### src/design/mpmc_pkg.sv
// ----------------------------------------------------------------------------
// mpmc_pkg: shared types and codes of the multi-pattern match counter
// Operation codes, result codes and the command/status records that join the
// controller to the datapath.
// ----------------------------------------------------------------------------
`default_nettype none

package mpmc_pkg;

    // operation codes carried by an input beat
    localparam logic [2:0] OP_CLEAR  = 3'd0;
    localparam logic [2:0] OP_INSERT = 3'd1;
    localparam logic [2:0] OP_BUILD  = 3'd2;
    localparam logic [2:0] OP_MATCH  = 3'd3;
    localparam logic [2:0] OP_REPORT = 3'd4;

    // result kinds and status codes
    localparam logic KIND_ACK    = 1'b0;
    localparam logic KIND_REPORT = 1'b1;
    localparam logic ST_OK       = 1'b0;
    localparam logic ST_FULL     = 1'b1;

    // datapath micro-operations
    typedef enum logic [4:0] {
        C_NOP,
        C_ACCEPT,
        C_CLEAR,
        C_LOAD_ACK,
        C_INS_RD,
        C_INS_HIT,
        C_INS_FULL,
        C_INS_NEW,
        C_INS_ZROW,
        C_B_INIT,
        C_LOAD_PROW,
        C_NEXT_I,
        C_ENQ_ROOT,
        C_START_FAIL,
        C_F_RD,
        C_ENQ_FOUND,
        C_F_STEP,
        C_Q_RD,
        C_P_RD,
        C_M_RD,
        C_M_HIT,
        C_M_MISS,
        C_M_STEP,
        C_O_RD,
        C_O_STEP,
        C_R_INIT,
        C_R_SCAN,
        C_R_REWIND,
        C_R_SKIP,
        C_R_EMIT
    } t_cmd;

    typedef struct packed {
        t_cmd cmd;
        logic in_ready;
    } t_ctrl;

    typedef struct packed {
        logic       in_valid;
        logic [2:0] in_op;
        logic       sym_bad;
        logic       sym_child_nz;
        logic       table_full;
        logic       scan_end;
        logic       scan_zero;
        logic       is_root;
        logic       fail_child_nz;
        logic       t_zero;
        logic       q_empty;
        logic       p_zero;
        logic       chain_end;
        logic       rep_done;
        logic       rep_eq;
        logic       rep_last;
        logic       out_free;
    } t_status;

endpackage

`default_nettype wire

### src/design/mpmc_controller.sv
// ----------------------------------------------------------------------------
// mpmc_controller: operation sequencer
// One-hot state machine that steps the datapath through each operation.
// ----------------------------------------------------------------------------
`default_nettype none

module mpmc_controller (
    input  wire               i_clk,
    input  wire               i_rst_n,
    input  mpmc_pkg::t_status i_status,
    output mpmc_pkg::t_ctrl   o_ctrl
);
    import mpmc_pkg::*;

    typedef enum logic [20:0] {
        S_INIT     = 21'h000001,
        S_IDLE     = 21'h000002,
        S_CLEAR    = 21'h000004,
        S_ACK      = 21'h000008,
        S_INS_RD   = 21'h000010,
        S_INS_CHK  = 21'h000020,
        S_INS_ZROW = 21'h000040,
        S_B_INIT   = 21'h000080,
        S_B_LROW   = 21'h000100,
        S_B_SCAN   = 21'h000200,
        S_B_NEXT   = 21'h000400,
        S_B_QW     = 21'h000800,
        S_B_FRD    = 21'h001000,
        S_B_FCHK   = 21'h002000,
        S_M_RD     = 21'h004000,
        S_M_CHK    = 21'h008000,
        S_O_RD     = 21'h010000,
        S_O_CHK    = 21'h020000,
        S_R_INIT   = 21'h040000,
        S_R_SCAN   = 21'h080000,
        S_R_EMIT   = 21'h100000
    } t_state;

    t_state r_state;
    t_state n_state;

    always_comb begin
        n_state         = r_state;
        o_ctrl.cmd      = C_NOP;
        o_ctrl.in_ready = 1'b0;
        case (r_state)
            S_INIT: begin
                o_ctrl.cmd = C_CLEAR;
                n_state    = S_IDLE;
            end
            S_IDLE: begin
                o_ctrl.in_ready = 1'b1;
                o_ctrl.cmd      = C_ACCEPT;
                if (i_status.in_valid) begin
                    case (i_status.in_op)
                        OP_CLEAR:  n_state = S_CLEAR;
                        OP_INSERT: n_state = S_INS_RD;
                        OP_BUILD:  n_state = S_B_INIT;
                        OP_MATCH:  n_state = S_M_RD;
                        OP_REPORT: n_state = S_R_INIT;
                        default:   n_state = S_ACK;
                    endcase
                end
            end
            S_CLEAR: begin
                o_ctrl.cmd = C_CLEAR;
                n_state    = S_ACK;
            end
            S_ACK: begin
                if (i_status.out_free) begin
                    o_ctrl.cmd = C_LOAD_ACK;
                    n_state    = S_IDLE;
                end
            end
            S_INS_RD: begin
                if (i_status.sym_bad) begin
                    n_state = S_ACK;
                end else begin
                    o_ctrl.cmd = C_INS_RD;
                    n_state    = S_INS_CHK;
                end
            end
            S_INS_CHK: begin
                if (i_status.sym_child_nz) begin
                    o_ctrl.cmd = C_INS_HIT;
                    n_state    = S_ACK;
                end else if (i_status.table_full) begin
                    o_ctrl.cmd = C_INS_FULL;
                    n_state    = S_ACK;
                end else begin
                    o_ctrl.cmd = C_INS_NEW;
                    n_state    = S_INS_ZROW;
                end
            end
            S_INS_ZROW: begin
                o_ctrl.cmd = C_INS_ZROW;
                n_state    = S_ACK;
            end
            S_B_INIT: begin
                o_ctrl.cmd = C_B_INIT;
                n_state    = S_B_LROW;
            end
            S_B_LROW: begin
                o_ctrl.cmd = C_LOAD_PROW;
                n_state    = S_B_SCAN;
            end
            S_B_SCAN: begin
                if (i_status.scan_end) begin
                    n_state = S_B_NEXT;
                end else if (i_status.scan_zero) begin
                    o_ctrl.cmd = C_NEXT_I;
                end else if (i_status.is_root) begin
                    o_ctrl.cmd = C_ENQ_ROOT;
                end else begin
                    o_ctrl.cmd = C_START_FAIL;
                    n_state    = S_B_FRD;
                end
            end
            S_B_FRD: begin
                o_ctrl.cmd = C_F_RD;
                n_state    = S_B_FCHK;
            end
            S_B_FCHK: begin
                if (i_status.fail_child_nz || i_status.t_zero) begin
                    o_ctrl.cmd = C_ENQ_FOUND;
                    n_state    = S_B_SCAN;
                end else begin
                    o_ctrl.cmd = C_F_STEP;
                    n_state    = S_B_FRD;
                end
            end
            S_B_NEXT: begin
                if (i_status.q_empty) begin
                    n_state = S_ACK;
                end else begin
                    o_ctrl.cmd = C_Q_RD;
                    n_state    = S_B_QW;
                end
            end
            S_B_QW: begin
                o_ctrl.cmd = C_P_RD;
                n_state    = S_B_LROW;
            end
            S_M_RD: begin
                if (i_status.sym_bad) begin
                    o_ctrl.cmd = C_M_MISS;
                    n_state    = S_ACK;
                end else begin
                    o_ctrl.cmd = C_M_RD;
                    n_state    = S_M_CHK;
                end
            end
            S_M_CHK: begin
                if (i_status.sym_child_nz) begin
                    o_ctrl.cmd = C_M_HIT;
                    n_state    = S_O_RD;
                end else if (i_status.p_zero) begin
                    o_ctrl.cmd = C_M_MISS;
                    n_state    = S_ACK;
                end else begin
                    o_ctrl.cmd = C_M_STEP;
                    n_state    = S_M_RD;
                end
            end
            S_O_RD: begin
                o_ctrl.cmd = C_O_RD;
                n_state    = S_O_CHK;
            end
            S_O_CHK: begin
                o_ctrl.cmd = C_O_STEP;
                n_state    = i_status.chain_end ? S_ACK : S_O_RD;
            end
            S_R_INIT: begin
                o_ctrl.cmd = C_R_INIT;
                n_state    = S_R_SCAN;
            end
            S_R_SCAN: begin
                if (i_status.rep_done) begin
                    o_ctrl.cmd = C_R_REWIND;
                    n_state    = S_R_EMIT;
                end else begin
                    o_ctrl.cmd = C_R_SCAN;
                end
            end
            S_R_EMIT: begin
                if (!i_status.rep_eq) begin
                    o_ctrl.cmd = C_R_SKIP;
                end else if (i_status.out_free) begin
                    o_ctrl.cmd = C_R_EMIT;
                    if (i_status.rep_last) begin
                        n_state = S_IDLE;
                    end
                end
            end
            default: begin
                n_state = S_INIT;
            end
        endcase
    end

    always_ff @(posedge i_clk) begin
        if (!i_rst_n) begin
            r_state <= S_INIT;
        end else begin
            r_state <= n_state;
        end
    end

    a_load_free: assert property (@(posedge i_clk) disable iff (!i_rst_n)
        (o_ctrl.cmd == C_LOAD_ACK || o_ctrl.cmd == C_R_EMIT) |-> i_status.out_free)
        else $error("result loaded over a pending beat");

    a_accept_leaves: assert property (@(posedge i_clk) disable iff (!i_rst_n)
        (o_ctrl.in_ready && i_status.in_valid) |=> r_state != S_IDLE)
        else $error("accepted beat not processed");

    a_zrow_order: assert property (@(posedge i_clk) disable iff (!i_rst_n)
        r_state == S_INS_ZROW |-> $past(o_ctrl.cmd) == C_INS_NEW)
        else $error("row clear without node allocation");

endmodule

`default_nettype wire

### config.mk
export PLATFORM = sky130hd
export DESIGN_NAME = mpmc_controller
export DESIGN_NICKNAME = d
export VERILOG_FILES = /design/src/design/mpmc_pkg.sv /design/src/design/mpmc_controller.sv
export SDC_FILE = /design/constraint.sdc
export NUM_CORES = 1
export LEC_CHECK = 0
export BUFFER_PORTS_ARGS = -buffer_cell sky130_fd_sc_hd__buf_2
export CELL_PAD_IN_SITES_DETAIL_PLACEMENT = 0
export CELL_PAD_IN_SITES_GLOBAL_PLACEMENT = 1
export CORE_ASPECT_RATIO = 2
export CORE_MARGIN = 1.5
export CORE_UTILIZATION = 45
export CTS_BUF_LIST = sky130_fd_sc_hd__clkbuf_8
export DETAILED_ROUTE_END_ITERATION = 10
export PLACE_DENSITY_LB_ADDON = 0.2
export SYNTH_ARGS = -nofsm -noshare
export SYNTH_HDL_FRONTEND = slang
export SYNTH_SLANG_ARGS = --single-unit
### constraint.sdc
create_clock -name i_clk -period 4.1 [get_ports i_clk]
set_input_delay 0.615 -clock i_clk [delete_from_list [all_inputs] [get_ports i_clk]]
set_output_delay 0.615 -clock i_clk [all_outputs]
set_load 0.005 [all_outputs]
# Word level (Yosys, flattened, before mapping)
# Index checks and enable logic that the tools add are counted.
[word_totals] wordCells=77 register_bits=21 output_inout_bits=6
[op_classes] n_reduce_logical=6 eq_ne=33 muxes=37
[ops] op="case mux 21 bit (19 select lines)" count=1
[ops] op="2-to-1 mux 21 bit" count=9
[ops] op="case mux 5 bit (20 select lines)" count=1
[ops] op="case mux 19 bit (5 select lines)" count=1
[ops] op="2-to-1 mux 17 bit" count=2
[ops] op="== test 21 x 1 -> 1 bit (second input constant)" count=1
[ops] op="== test 21 x 10 -> 1 bit (second input constant)" count=1
[ops] op="== test 21 x 11 -> 1 bit (second input constant)" count=1
[ops] op="== test 21 x 12 -> 1 bit (second input constant)" count=1
[ops] op="== test 21 x 13 -> 1 bit (second input constant)" count=1
[ops] op="== test 21 x 14 -> 1 bit (second input constant)" count=1
[ops] op="== test 21 x 15 -> 1 bit (second input constant)" count=1
[ops] op="== test 21 x 16 -> 1 bit (second input constant)" count=1
[ops] op="== test 21 x 17 -> 1 bit (second input constant)" count=1
[ops] op="== test 21 x 18 -> 1 bit (second input constant)" count=1
[ops] op="== test 21 x 19 -> 1 bit (second input constant)" count=1
[ops] op="== test 21 x 2 -> 1 bit (second input constant)" count=1
[ops] op="== test 21 x 20 -> 1 bit (second input constant)" count=1
[ops] op="== test 21 bit (second input constant)" count=1
[ops] op="== test 21 x 3 -> 1 bit (second input constant)" count=1
[ops] op="== test 21 x 4 -> 1 bit (second input constant)" count=1
[ops] op="== test 21 x 5 -> 1 bit (second input constant)" count=1
[ops] op="== test 21 x 6 -> 1 bit (second input constant)" count=1
[ops] op="== test 21 x 7 -> 1 bit (second input constant)" count=1
[ops] op="22 further kinds" count=43

# Longest topological paths before layout
# Gate-level depths: netlist of run 1.
[depth] word_depth=4 ltp_mapped=9

# Least setup slack after synthesis of run 1
# Ideal clock, no wire load.
[synth_timing] path_type="register to output" start="register r_state[8]" end="output port o_ctrl[2] in the netlist's numbering" path_buffers=3 path_slack_ps=1024 required_time_ps=3485 arrival_ps=2461 path_stages_with_launch=10 path_cell_list="dfxtp_1 buf_6 or4_4 buf_6 or3_4 buf_6 or4_4 nor3_1 nor4_1 o2111ai_1"
[synth_lines] element="from (decl)" line_no="mpmc_controller.sv:39" rtl="t_state r_state;"
[synth_lines] element="from (signal assigned)" line_no="mpmc_controller.sv:205" rtl="r_state <= n_state;"
[synth_lines] element="to (decl)" line_no="mpmc_controller.sv:11" rtl="output mpmc_pkg::t_ctrl o_ctrl"

==> key figures, run 1 <==
Layout
  – Share of post-route cells with drive strength above 1: between 20 and 25%
  – Area grow syn2layout: 11.1%
  – Max FFs per register: 21
  – Design area: about 1900 um2
  – Largest register by flop count: r_state
  – Fillers: 414
  – N_diodes: 0
  – Layout Nets: roughly 260
  – Largest regs: r_state: 21 flops
  – Final core utilization: 51.9%

Timing
  – Final hold violations: 0
  – Worst Clk Skew: 0.00402 ns
  – RSZ-0062 raised after global routing: no
  – Max-slew violation count: 0
  – Worst-margin pin slew: around 0.78 ns
  – Tmin final: 3.81 ns
  – Fin crit share: 93.0%
  – Fmax achieved: 0.262 GHz
  – Slew HR: approximately 48%
  – Setup TNS: 0 ns
  – Final setup viols: 0

Logic synthesis
  – Synth Net Count: approximately 240
  – Synth Flop Type: dfxtp_1
  – Async SR Flop Fraction: 0%
  – Number of distinct library cells after synthesis: just over 50
  – Mapped Area: between 1500 and 2000 um2
  – Cells after Synth: between 200 and 250
  – Total number of yosys warnings: 0
  – Top cells by area, synth: dfxtp_1 25%, nor4_1 5.2%, or4_1 4.9%, nor2_1 4.7%, nor4b_1 4.2%
  – Synth cell count leaders: 21 x dfxtp_1, 21 x nor2_1, 14 x nand2_1, 14 x nor4_1, 12 x nor3_1
  – Post-synth top area share: 24.9%
  – Syn avg cell area: 7.66 um2
  – Yosys top cell by area: dfxtp_1
  – Register area share after synthesis: 24.9%
  – Synthesis-stage register bit count: 21
  – Number of synthesized flops with an enable pin: 0

Route
  – DRT iter0 DRCs: about 110
  – Routed WL: around 5700 um
  – Routed via count: about 1800
  – DR DRC count: 0
  – Avg WL per Cell: approximately 20 um
  – TritonRoute pass-1 iters: 4
  – Routed Antenna Nets: 0
  – Vias/cell: 6.37

Clock tree
  – H-tree lvl count: 1
  – Clock root cell: clkbuf_8
  – Number of hold buffers added after cts: 0
  – Clk Latency, worst-skew pair: ~0.27 ns
  – CTS tree: done
  – Clock tree buffer depth: 2
  – CTS Buf Count: 3
  – Sink Count: 21
  – Resize count post-CTS: 0
  – Reg clk slew, reported paths: around 0.090 ns
  – Post-CTS Repair Setup Buffers: 0

Run status
  – Run status: completed

Place
  – Gp weighted congestion: 0.881
  – Placed wire-length estimate: around 4600 um
  – IO buf count: 26
  – DP Area: between 1500 and 2000 um2

Worst setup path
  – Crit path depth: 7
  – Worst Path Buf+Inv: 1
  – Maximum fanout along the worst path: 13
  – Crit path required time: between 3 and 4 ns
  – Slowest CP cell: or4_1
  – CP cell instances: or4_1, or3_4, or4_4, nor3_1, nor4_1, o2111ai_1, buf_2
  – Endpoint type of the worst setup path: output port
  – Startpoint types: register
  – CP delay by family, top: simple AND/OR/NAND/NOR gates
  – R2R depth: 6
  – CP arrival: roughly 3.2 ns
  – CP max stage delay: ~0.70 ns
  – Setup CP Type: register to output port

Pwr
  – Lkg Pwr: 0.781 nW
  – VDD IR max: around 200 uV
  – Power per cell area: between 200 and 300 nW/um2

Min path
  – Hold Path Class: input port to register
  – Hold path depth: 2

Floorplanning
  – DIE WIDTH: 46.3 um
  – Starting density of the core: a little under half
  – Die area: a little over 4000 um2
  – # IOs: 27
  – DIE HEIGHT: between 80 and 90 um
  – Core Box Area: roughly 3600 um2
  – FP Rows: 31

Global route
  – First-pass GRT wire length: about 8600 um
  – Initial antenna violation count: 0
  – GR Overflow Total: 0
  – Vias in the first global route: ~1700
  – Largest net degree at the start of global routing: 16
  – GRT Overall Usage: 29.5%

Job
  – Max-Cap Viols: 0
==> path summary, 6_finish.rpt <==
kind / slack (ns) / endpoint / startpoint
setup / recovery: 0.29 / o_ctrl[2] / r_state[1]$_SDFFE_PN0P_
setup reg to reg: 1.27 / r_state[3]$_SDFFE_PN0P_ / r_state[1]$_SDFFE_PN0P_
hold reg to reg: 0.67 / r_state[5]$_SDFFE_PN0P_ / r_state[4]$_SDFFE_PN0P_
hold / removal: 0.54 / r_state[6]$_SDFFE_PN0P_ / i_status[12]
==> power breakdown <==
| part | internal, W | switching [W] | leakage, nW |
|---|---|---|---|
| Sequential | 0.000209 | 0.0000148 | 0.170 |
| Combinational | 0.0000620 | 0.0000829 | 0.586 |
| Clock | 0.0000680 | 0.0000761 | 0.0255 |
==> layer usage <==
| layer | GRT usage [%] | routed length [um] | vias up |
|---|---|---|---|
| met5 | 0 | 0 | - |
| li1 | - | - | 880 |
| met4 | 17.4 | 353 | 0 |
| met1 | 29.6 | 2040 | 865 |
| met3 | 3.23 | 216 | 26 |
| met2 | 54.3 | 3050 | 70 |
==> final cells by class <==
cell class	instances	area, um2	share of cell area (%)
clock buffer	3	41.3	2.21
tap	49	61.3	3.28
multi-input combinational	177	1160	61.8
timing repair buffer	29	153	8.16
inverter	9	33.8	1.80
sequential	21	420	22.5
clock inverter	1	5.00	0.267
==> cell families after synthesis <==
family                    Yosys count  share of synthesized area [%]
xor gates and xnor gates            6                           3.12
buffers and inverters              22                           6.38
and+or+nand+nor                   137                           50.1
muxes                               1                          0.668
DFF                                21                           24.9
AOI/OAI and AO/OA                  33                           14.8
==> layout by cell type (no fill, tap or decap), types with 2 or more instances in the layout <==
master and n:
or3_1 3, or4_4 4, nor3b_1 5, dfxtp_1 21, buf_2 26, a21boi_0 2, a21oi_1 7, nand2_1 14
xor2_1 3, inv_1 9, xnor2_1 3, nor4b_1 8, or2_2 2, nand4b_1 2, nand2b_1 8, buf_4 3
clkbuf_8 3, nor2b_1 4, o21ai_0 4, nor3_1 12, o211ai_1 3, nand3_1 11, o41ai_1 3, and2_1 2
nand4_1 4, or4_1 11, or4b_2 4, and3_1 2, nor4_1 14, nor2_1 21
==> metrics by stage <==
stage | cells | hold WS [ns] | worst slack, ns | power, W
floorplan | 220 | 0.539 | 1.02 | 0.000323
global placement | 285 | 0.666 | 0.623 | 0.000372
detailed placement | 285 | 0.659 | 0.625 | 0.000371
CTS | 289 | 0.540 | 0.328 | 0.000513
global route | 289 | 0.554 | 0.209 | 0.000535
finish | 289 | 0.538 | 0.285 | 0.000513
(Power assumes the default switching activity.)
==> run 2, diff against run 1 <==
--- a/config.mk
+++ b/config.mk
@@ -5,12 +5,13 @@
 export SDC_FILE = /design/constraint.sdc
 export NUM_CORES = 1
 export LEC_CHECK = 0
+export ABC_AREA = 1
 export BUFFER_PORTS_ARGS = -buffer_cell sky130_fd_sc_hd__buf_2
 export CELL_PAD_IN_SITES_DETAIL_PLACEMENT = 0
 export CELL_PAD_IN_SITES_GLOBAL_PLACEMENT = 1
 export CORE_ASPECT_RATIO = 2
 export CORE_MARGIN = 1.5
-export CORE_UTILIZATION = 45
+export CORE_UTILIZATION = 43
 export CTS_BUF_LIST = sky130_fd_sc_hd__clkbuf_8
 export DETAILED_ROUTE_END_ITERATION = 10
 export PLACE_DENSITY_LB_ADDON = 0.2
==> run 2 against run 1 <==
Setup slack improved by 1.1 ns. Core utilization fell by 1.2 points. Sequential share of layout area fell by 0.87 points. Register-to-register slack improved by 0.97 ns. Largest power group unchanged. Global-route usage fell by 4.3 points. Routed wire length fell by 13%. Worst hold slack got worse by 0.032 ns.
==> key figures, run 2 <==
Worst setup path
  – Setup CP Type: register to output port
  – R2R Setup Slk: 2.24 ns (+0.97 ns)
  – R2R depth: 11 (+5)
  – CP delay by family, top: simple AND/OR/NAND/NOR gates
  – R2R Path End: r_state[14]$_SDFFE_PN0P_
  – CP cell instances: nor2_1, inv_1, nor2_4, nand2_1, nor2_1, o21ai_1, nand2_1, nor3_1, o21a_1, nand4_1, buf_2
  – CP arrival: 2.14 ns (-1.06 ns)
  – Reg2reg start: r_state[16]$_SDFFE_PN0P_
  – CP max stage delay: 0.36 ns (-0.34 ns)
  – Worst Path Buf+Inv: 2 (+1)
  – Startpoint types: register
  – Slowest CP cell: dfxtp_1
  – Endpoint type of the worst setup path: output port
  – Crit path required time: 3.48 ns (about the same)
  – Maximum fanout along the worst path: 8 (-5)

Global route
  – Largest net degree at the start of global routing: 16 (unchanged)
  – Initial antenna violation count: 0 (unchanged)
  – GR Overflow Total: 0 (unchanged)
  – GRT Overall Usage: 25.2% (-4.3 points)
  – First-pass GRT wire length: 7850 um (-9.0%)
  – Vias in the first global route: 1824 (+5.5%)

Min path
  – Hold Path Origin: r_state[1]$_SDFFE_PN0P_
  – Hold Path Class: register to register
  – Hold path depth: 2 (unchanged)
  – Hold EP: r_state[1]$_SDFFE_PN0P_

Pwr
  – Lkg Pwr: 0.992 nW (+27%)
  – Power per cell area: 254 nW/um2 (-7.3%)
  – VDD IR max: 181 uV (-11%)

Logic synthesis
  – Register area share after synthesis: 24.6% (-0.36 points)
  – Synth Net Count: 302 (+25%)
  – Cells after Synth: 281 (+28%)
  – Synth Flop Type: dfxtp_1
  – Synth cell count leaders: 56 x nand2_1, 51 x nor2_1, 40 x inv_1
  – Async SR Flop Fraction: 0% (unchanged)
  – Number of distinct library cells after synthesis: 30 (-41%)
  – Mapped Area: 1710 um2 (+1.5%)
  – Number of synthesized flops with an enable pin: 0 (unchanged)
  – Synthesis-stage register bit count: 21 (unchanged)
  – Yosys top cell by area: dfxtp_1
  – Count leader, synth: nand2_1
  – Top cells by area, synth: dfxtp_1 25%, nand2_1 12%, nor2_1 11%, inv_1 8.8%, nand3_1 7.3%
  – Syn avg cell area: 6.09 um2 (-21%)
  – Total number of yosys warnings: 0 (unchanged)
  – Post-synth top area share: 24.6% (-0.36 points)

Route
  – Avg WL per Cell: 13.7 um (-30%)
  – DR DRC count: 0 (unchanged)
  – Vias/cell: 5.15 (-19%)
  – DRT iter0 DRCs: 50 (-56%)
  – Routed via count: 1860 (+1.0%)
  – Routed WL: 4950 um (-13%)
  – TritonRoute pass-1 iters: 4 (unchanged)
  – Routed Antenna Nets: 0 (unchanged)

Clock tree
  – CTS tree: done
  – Reg clk slew, reported paths: 0.08 ns (about the same)
  – Post-CTS Repair Setup Buffers: 0 (unchanged)
  – Clock tree buffer depth: 2 (unchanged)
  – Number of hold buffers added after cts: 0 (unchanged)
  – Clk Latency, worst-skew pair: 0.27 ns (about the same)
  – Clock root cell: clkbuf_8
  – Resize count post-CTS: 0 (unchanged)
  – Sink Count: 21 (unchanged)
  – CTS Buf Count: 3 (unchanged)
  – H-tree lvl count: 1 (unchanged)

Place
  – IO buf count: 26 (unchanged)
  – Post-placement worst setup slack: 1.65 ns (+1.03 ns)
  – Gp weighted congestion: 0.878 (-0.34%)
  – Placed wire-length estimate: 4230 um (-8.2%)

Timing
  – Fin crit share: 67.3% (-26 points)
  – Worst Clk Skew: 0.00287 ns (-0.00115 ns)
  – Setup TNS: 0 ns (unchanged)
  – Final hold violations: 0 (unchanged)
  – Worst setup margin: 1.34 ns (+1.06 ns)
  – Final setup viols: 0 (unchanged)
  – Hold_ws: 0.506 ns (-0.0320 ns)
  – Fmax achieved: 0.363 GHz (+38%)
  – Tmin final: 2.76 ns (-1.06 ns)
  – Max-slew violation count: 0 (unchanged)
  – RSZ-0062 raised after global routing: no
  – Slew HR: 59.9% (+12 points)
  – Worst-margin pin slew: 0.600 ns (-0.175 ns)

Floorplanning
  – Starting density of the core: 44.5% (-2.2 points)
  – FP Rows: 32 (+3.2%)
  – Die area: 4390 um2 (+5.9%)
  – Core Box Area: 3840 um2 (+6.6%)
  – DIE HEIGHT: 92.2 um (+3.0%)
  – DIE WIDTH: 47.6 um (+2.9%)
  – # IOs: 27 (unchanged)

Layout
  – Largest regs: r_state: 21 flops
  – Final core utilization: 50.7% (-1.2 points)
  – Commonest non-fill, non-tap cell in the layout: nand2_1
  – Area grow syn2layout: 13.8%
  – Share of post-route cells with drive strength above 1: 23.2% (+2.8 points)
  – Max FFs per register: 21 (unchanged)
  – Layout Nets: 332 (+27%)
  – Largest register by flop count: r_state
  – Commonest cells after routing, fill and taps aside: 56 x nand2_1, 51 x nor2_1, 40 x inv_1
  – N_diodes: 0 (unchanged)

Run status
  – Run status: completed

Job
  – Max-Cap Viols: 0 (unchanged)
-- run 2: cell count changes after synthesis, moves of 11 or more --
cell	before	now
nand2_1	14	56
inv_1	9	40
nor2_1	21	51
nand3_1	11	25
nor4_1	14	1
nor2_2	0	11
or4_1	11	0
-- run 2: cells by family (layout without fill, tap and decap cells) --
kind of cell / after synthesis / after routing / share of synthesized area (%)
compound gates: 21 / 21 / 7.32
flops: 21 / 21 / 24.6
simple gates: 194 / 194 / 58.2
buf+inv: 45 / 74 / 9.95
-- run 2: worst min-delay path, cell delays in order, from the launching register on --
cell     delay [ns]
dfxtp_1        0.33
inv_1          0.08
a21oi_1        0.06
-- run 2: cell type report --
cell class / count / area, um2
fillers: 450 / 1900
multi-input cells: 215 / 1120
flip-flops and latches: 21 / 420
inverters: 44 / 166
repair buffers: 26 / 130
well taps: 51 / 63.8
clock buffers: 3 / 41.3
clock inverters: 1 / 5.00
-- run 2: power by group --
group,switching [W],internal (W)
registers,0.00000413,0.000209
logic,0.0000885,0.0000470
clock network,0.0000777,0.0000681
-- run 2: metrics by stage --
| step | cells | power (W) | area (um2) |
|---|---|---|---|
| global placement | 357 | 0.000355 | 1900 |
| detailed placement | 357 | 0.000354 | 1900 |
| global route | 361 | 0.000522 | 1950 |
| CTS | 361 | 0.000494 | 1950 |
| floorplan | 281 | 0.000312 | 1710 |
| finish | 361 | 0.000495 | 1950 |
-- run 2: routing by layer --
layer | global-route usage (%) | vias up | wire (um)
met5 | 0 | - | 0
met4 | 12.8 | 0 | 193
met3 | 2.36 | 15 | 99
met2 | 47.0 | 38 | 2830
met1 | 24.4 | 851 | 1830
li1 | - | 956 | -
-- run 2: worst max-delay path by stage --
stage,start,to,slack [ns],depth (start not counted)
after CTS,r_state[16]$_SDFFE_PN0P_,o_ctrl[3],1.34,11
after detailed placement,r_state[16]$_SDFFE_PN0P_,o_ctrl[3],1.65,11
final,r_state[16]$_SDFFE_PN0P_,o_ctrl[3],1.34,11
after floorplan,r_state[6]$_SDFFE_PN0P_,o_ctrl[3],2.10,10
after global routing,r_state[16]$_SDFFE_PN0P_,o_ctrl[3],1.17,11
after global placement,r_state[16]$_SDFFE_PN0P_,o_ctrl[3],1.65,11
